### src/rwsf_pkg.sv
// Package: shared types, constants and control structs for the register write shadow filter.
`timescale 1ns / 1ps

package rwsf_pkg;

   localparam int REG_COUNT = 256;
   localparam int CHANNELS  = 8;
   localparam int ADDR_W    = $clog2(REG_COUNT);
   localparam int CHAN_W    = $clog2(CHANNELS);
   localparam int ROW_W     = ADDR_W - CHAN_W;

   typedef logic [ADDR_W-1:0]   addr_type;
   typedef logic [7:0]          data_type;
   typedef logic [CHAN_W-1:0]   chan_type;
   typedef logic [ROW_W-1:0]    row_type;
   typedef logic [CHANNELS-1:0] chan_set_type;

   // table entry: valid flag and value
   typedef struct packed {
      logic     valid;
      data_type value;
   } entry_type;

   localparam logic      OP_WRITE      = 1'b0;
   localparam logic      OP_LOOP       = 1'b1;
   localparam addr_type  KEY_REG       = 8'h08;
   localparam addr_type  ALIAS_FROM    = 8'h19;
   localparam addr_type  ALIAS_TO      = 8'h1a;
   localparam addr_type  CHAN_BASE     = 8'h20;
   localparam addr_type  ADDR_LAST     = 8'hff;
   localparam data_type  KEYON_MASK    = 8'hf8;
   localparam data_type  UNKNOWN_VALUE = 8'hff;
   localparam entry_type CLEARED_ENTRY = {1'b0, UNKNOWN_VALUE};
   localparam row_type   ROW_FIRST     = CHAN_BASE[ADDR_W-1:CHAN_W];
   localparam row_type   ROW_LAST      = {ROW_W{1'b1}};

   // controller to datapath
   typedef struct packed {
      logic idle;
      logic take;
      logic clear_step;
      logic clear_all;
      logic key_out;
      logic load_row;
      logic scan_read;
      logic scan_commit;
      logic cur_read;
      logic cur_commit;
   } cmd_type;

   // datapath to controller
   typedef struct packed {
      logic req_valid;
      logic req_loop;
      logic act_now;
      logic out_free;
      logic differ;
      logic emit_cur;
      logic row_end;
      logic clear_end;
   } sts_type;

endpackage

### src/rwsf_ctrl.sv
// Controller: state machine sequencing accept, table clearing, channel scan and current write.
`timescale 1ns / 1ps

module rwsf_ctrl (
   input  logic              clock,
   input  logic              reset,
   input  rwsf_pkg::sts_type sts,
   output rwsf_pkg::cmd_type cmd
);
   import rwsf_pkg::*;

   typedef enum logic [7:0] {
      ST_IDLE     = 8'b00000001,
      ST_INIT     = 8'b00000010,
      ST_CLEAR    = 8'b00000100,
      ST_KEY      = 8'b00001000,
      ST_SCAN_RD  = 8'b00010000,
      ST_SCAN_CHK = 8'b00100000,
      ST_CUR_RD   = 8'b01000000,
      ST_CUR_CHK  = 8'b10000000
   } state_type;

   state_type state_ff, state_in;

   always_comb begin
      state_in = state_ff;
      cmd      = '0;
      unique case (state_ff)
         ST_IDLE: begin
            cmd.idle = 1'b1;
            if (sts.req_valid) begin
               cmd.take = 1'b1;
               if (sts.req_loop) begin
                  state_in = ST_CLEAR;
               end else begin
                  state_in = sts.act_now ? ST_KEY : ST_CUR_RD;
               end
            end
         end
         ST_INIT: begin
            cmd.clear_step = 1'b1;
            cmd.clear_all  = 1'b1;
            if (sts.clear_end) begin
               state_in = ST_IDLE;
            end
         end
         ST_CLEAR: begin
            cmd.clear_step = 1'b1;
            if (sts.clear_end) begin
               state_in = ST_IDLE;
            end
         end
         ST_KEY: begin
            if (sts.out_free) begin
               cmd.key_out  = 1'b1;
               cmd.load_row = 1'b1;
               state_in     = ST_SCAN_RD;
            end
         end
         ST_SCAN_RD: begin
            cmd.scan_read = 1'b1;
            state_in      = ST_SCAN_CHK;
         end
         ST_SCAN_CHK: begin
            if (!sts.differ || sts.out_free) begin
               cmd.scan_commit = 1'b1;
               state_in        = sts.row_end ? ST_CUR_RD : ST_SCAN_RD;
            end
         end
         ST_CUR_RD: begin
            cmd.cur_read = 1'b1;
            state_in     = ST_CUR_CHK;
         end
         ST_CUR_CHK: begin
            if (!sts.emit_cur || sts.out_free) begin
               cmd.cur_commit = 1'b1;
               state_in       = ST_IDLE;
            end
         end
         default: begin
            state_in = ST_IDLE;
         end
      endcase
   end

   always_ff @(posedge clock) begin
      if (reset) begin
         state_ff <= ST_INIT;
      end else begin
         state_ff <= state_in;
      end
   end

endmodule

### config.mk
export PLATFORM = sky130hd
export DESIGN_NAME = rwsf_ctrl
export DESIGN_NICKNAME = d
export VERILOG_FILES = /design/src/rwsf_pkg.sv /design/src/rwsf_ctrl.sv
export SDC_FILE = /design/constraint.sdc
export NUM_CORES = 1
export LEC_CHECK = 0
export BUFFER_PORTS_ARGS = -buffer_cell sky130_fd_sc_hd__buf_2
export CAP_MARGIN = 20
export CORE_MARGIN = 2
export CORE_UTILIZATION = 40
export CTS_CLUSTER_DIAMETER = 40
export CTS_CLUSTER_SIZE = 24
export DETAILED_ROUTE_END_ITERATION = 8
export GPL_ROUTABILITY_DRIVEN = 0
export PLACE_DENSITY_LB_ADDON = 0.05
export SYNTH_ARGS = -nofsm -noshare
export SYNTH_HDL_FRONTEND = slang
export SYNTH_SLANG_ARGS = --single-unit
### constraint.sdc
create_clock -name clock -period 2.2 [get_ports clock]
set_input_delay 0.44 -clock clock [delete_from_list [all_inputs] [get_ports clock]]
set_output_delay 0.44 -clock clock [all_outputs]
set_load 0.05 [all_outputs]
Word level (Yosys, flattened, before mapping). Cells that the tools add are included. Widths: inputs -> output; s select.

Input bits: 10. Register bits after elaboration: 8. Output and inout port bits: 10. Logic and storage cells: 41.

Equal/unequal tests: 13. Reductions and logical operators: 6. Muxes and demuxes: 21.

Operators with widths (number): $pmux 8 s7 (1); $mux 8 (5); $mux 7 (3); $mux 1 (9); $eq 8x1->1 const B (1); $eq 8x2->1 const B (1); $eq 8x3->1 const B (1); $eq 8x4->1 const B (1); $eq 8x5->1 const B (1); $eq 8x6->1 const B (1); $eq 8x7->1 const B (1); $eq 8x8->1 const B (1); $ne 2x2->1 const B (4); $mux 2 (3); $reduce_and 5->1 (1); $logic_not 1->1 (2); $logic_or 1x1->1 (2); $ne 2x1->1 const B (1); $reduce_or 2->1 (1).

Longest topological paths before layout.
Depth after elaboration: 4. Depth in mapped cells: 5. Depth with buffers taken out: 5.

Worst setup path before layout. OpenSTA, ideal clock, no wires.

Kind: flip-flop to output port. Start: reg state_ff[0]. End: out cmd[0] in the netlist's numbering. Data arrival time: 2514 ps. Path slack: -754 ps. Required time: 1760 ps. Stages on the path, launching flop included: 4. Buffers on the path: 0. Cells stage by stage: dfxtp_1 -> nor4_4 -> nand2_2 -> nor4b_1.

RTL lines: start: declaration (line rwsf_ctrl.sv:23) `state_type state_ff, state_in;`; start signal: assignment (line rwsf_ctrl.sv:90) `state_ff <= state_in;`; end: declaration (line rwsf_ctrl.sv:8) `output rwsf_pkg::cmd_type cmd`.

==> flow_summary.json <==
{
  "status": "finished clean",
  "met3_usage_pct": 1.304,
  "areaGrowthSynthToFinish_pct": 30.29,
  "grt_pass1_vias": 480,
  "start_util_pct": 43.17,
  "top_usage_layer": "met1",
  "drc": 0,
  "routedWlPerCell_um": 11.97,
  "maxCapViolCount": 0,
  "final_util_pct": 56.25,
  "p_sw_uw": 158.2,
  "p_int_uw": 270.8,
  "num_vias": 578,
  "synth_edf_count": 0,
  "cp-end-kind": "output pin",
  "grt_usage_pct": 15.90,
  "met2_usage_pct": 22.19,
  "clk_latency_ps": 240,
  "pwr-share-comb_pct": 36.2,
  "first_iter_violations": 14,
  "peakVddDrop_mv": 0.3168,
  "dieArea_um2": 1720,
  "crit_buf_inv": 2,
  "clk_pin_slew_ps": 50,
  "synth_top_area_cell": "dfxtp_1",
  "syn-instance-count": 71,
  "first_pass_iters": 4,
  "max_stage_delay_ps": 380,
  "async_flop_share_pct": 0,
  "io_pins": 20,
  "pwr-share-seq_pct": 38.9,
  "synth_cell_type_count": 31,
  "antenna_found_initial": 0,
  "start_kind": "flip-flop",
  "cts_buffers": 3,
  "cp_slowest_cell": "dfxtp_1",
  "fillers": 150,
  "path_max_fanout": 5,
  "grt-ovfl-total": 0,
  "fin_ws_ps": 83.41,
  "synth_seq_cells": 8,
  "cp_data_arrival_time_ps": 1680,
  "preCtsSetupSlack_ps": 250.0,
  "fin_crit_sh_pct": 96.21,
  "relSlewSlack_pct": 78.63,
  "fin_nets": 105,
  "p_per_area_nw_per_um2": 586.1,
  "max_freq_ghz": 0.4725,
  "dpl.hpwl_um": 1014,
  "ys.flop_type": "dfxtp_1",
  "finalHoldViolations": 0,
  "cts_num_sinks": 8,
  "rows": 13,
  "coreArea_um2": 1301,
  "slew_violations": 0,
  "viasPerCell": 5.352,
  "pwr-share-clk_pct": 25.0,
  "cp.required_ps": 1760,
  "cts-root-buf": "clkbuf_4",
  "antenna_left": 0,
  "grt_max_degree": 11,
  "path_cells": "nor4_4 > nand4b_1 > inv_1 > and2_1 > buf_2",
  "diodes": 0,
  "yosysSeqAreaShare_pct": 28.51,
  "die_x_um": 41.48,
  "swShare_pct": 36.88,
  "tritoncts": "yes",
  "die_y_um": 41.48,
  "avgSynthCellArea_um2": 7.913,
  "port_buffers": 19,
  "leakage_uw": 0.0003289,
  "path_class": "flip-flop to output pin",
  "yosys_warnings": 0,
  "cts-htree-levels": 1,
  "use_met1_pct": 24.19,
  "max_slew.worst_pin.slew_ps": 318.1,
  "worstHoldPathType": "primary input to flip-flop",
  "period_needed_ps": 2117,
  "clockBufferDepth": 2,
  "grt_pass1_wl_um": 2173,
  "layout-drive-gt1-share_pct": 34.41,
  "wl_um": 1293,
  "largest_reg_flops": 8,
  "synth_top_area_share_pct": 28.51,
  "fin_skew_ps": 1.618,
  "synth_area_leaders": "dfxtp_1 29%, nor2b_1 7.8%, nor4_4 7.6%, nor2_1 6.7%, o21ai_1 3.6%",
  "largestRegisters": "state_ff (8)",
  "critPathTopFamily": "simple AND/OR/NAND/NOR gates",
  "syn-cell-area_um2": 561.8,
  "syn-num-nets": 81,
  "finalSetupViolations": 0,
  "largest_register": "state_ff"
}
## what timing repair did
item | in CTS | in global routing
buffers inserted | 1 | 1
gates resized for setup | 0 | 7
endpoints found under the setup margin | 1 | 4
pin swaps | 1 | 2
hold buffers | 0 | 0
## through the flow
| stage | power [uW] | area [um^2] | setup TNS (ps) | cells | hold slack [ps] |
|---|---|---|---|---|---|
| floorplan | 284.0 | 576.8 | 0 | 71 | 551.3 |
| global placement | 317.9 | 679.4 | 0 | 103 | 571.8 |
| detailed placement | 317.9 | 679.4 | 0 | 103 | 575.3 |
| CTS | 431.9 | 709.4 | 0 | 107 | 444.6 |
| global route | 457.3 | 732.0 | -43.39 | 108 | 452.7 |
| finish | 429.0 | 732.0 | 0 | 108 | 447.0 |
## cell families after synthesis
logic type / synth area share [%]
AO/OA/AOI/OAI: 18.04
XOR/XNOR: 1.559
buffers and inverters: 4.009
flip-flops: 28.51
AND/OR/NAND/NOR: 47.89
## Yosys cell counts, types with 2 or more instances
cell type and count:
nand2_1 3, nand3_1 2, o21ai_0 3, o21ai_1 4, inv_1 3, nor2_1 10, dfxtp_1 8, nor4_4 2
nor2b_1 7, nand3b_1 2, nor3_1 3, nand2b_1 3, a21oi_1 2, and2_1 2
## worst min-delay path: cells and delay by family
kind / cells / cell delay, ps
compound gates: 1 / 50
simple gates: 1 / 50
buf+inv: 1 / 110
## power groups by stage
| stage | clock network (uW) | logic (uW) | registers, uW |
|---|---|---|---|
| 2_1_floorplan | 0 | 117 | 167 |
| 3_3_place_gp | 0 | 148 | 170 |
| 3_5_place_dp | 0 | 148 | 170 |
| 4_1_cts | 114 | 152 | 167 |
| 5_1_grt | 120 | 168 | 169 |
| 6_report | 107 | 155 | 167 |
## path summary, 6_finish.rpt
| path | from | endpoint | slack [ps] | cells past startpoint |
|---|---|---|---|---|
| hold reg to reg | state_ff[1] | state_ff[1] | 580 | 1 |
| setup reg to reg | state_ff[6] | state_ff[3] | 560 | 6 |
| setup / recovery | state_ff[6] | cmd[8] | 80 | 5 |
| hold / removal | sts[6] | state_ff[2] | 450 | 3 |
## area by class of cell
| type | count | area, um^2 | area share, % |
|---|---|---|---|
| timing repair buffer | 21 | 120.1 | 16.41 |
| sequential | 8 | 160.2 | 21.88 |
| tap | 15 | 18.77 | 2.564 |
| multi-input combinational | 58 | 399.1 | 54.53 |
| inverter | 3 | 11.26 | 1.538 |
| clock buffer | 3 | 22.52 | 3.077 |
## cells in the final DEF (no fill, tap or decap), drive strengths merged, types with 2 or more instances in the layout
cell,n
a21oi,2
and2,2
buf,18
clkbuf,6
dfxtp,8
inv,3
nand2,4
nand2b,3
nand3,2
nand3b,2
nor2,10
nor2b,7
nor3,3
nor4,2
o21ai,7
## routing by layer
metal  part of all wire (%)  routed length (um)
met4                    1.1                  14
met3                    5.5                  71
met2                     44                 570
met5                      0                   0
met1                     49                 637
(Power assumes the default switching activity.)
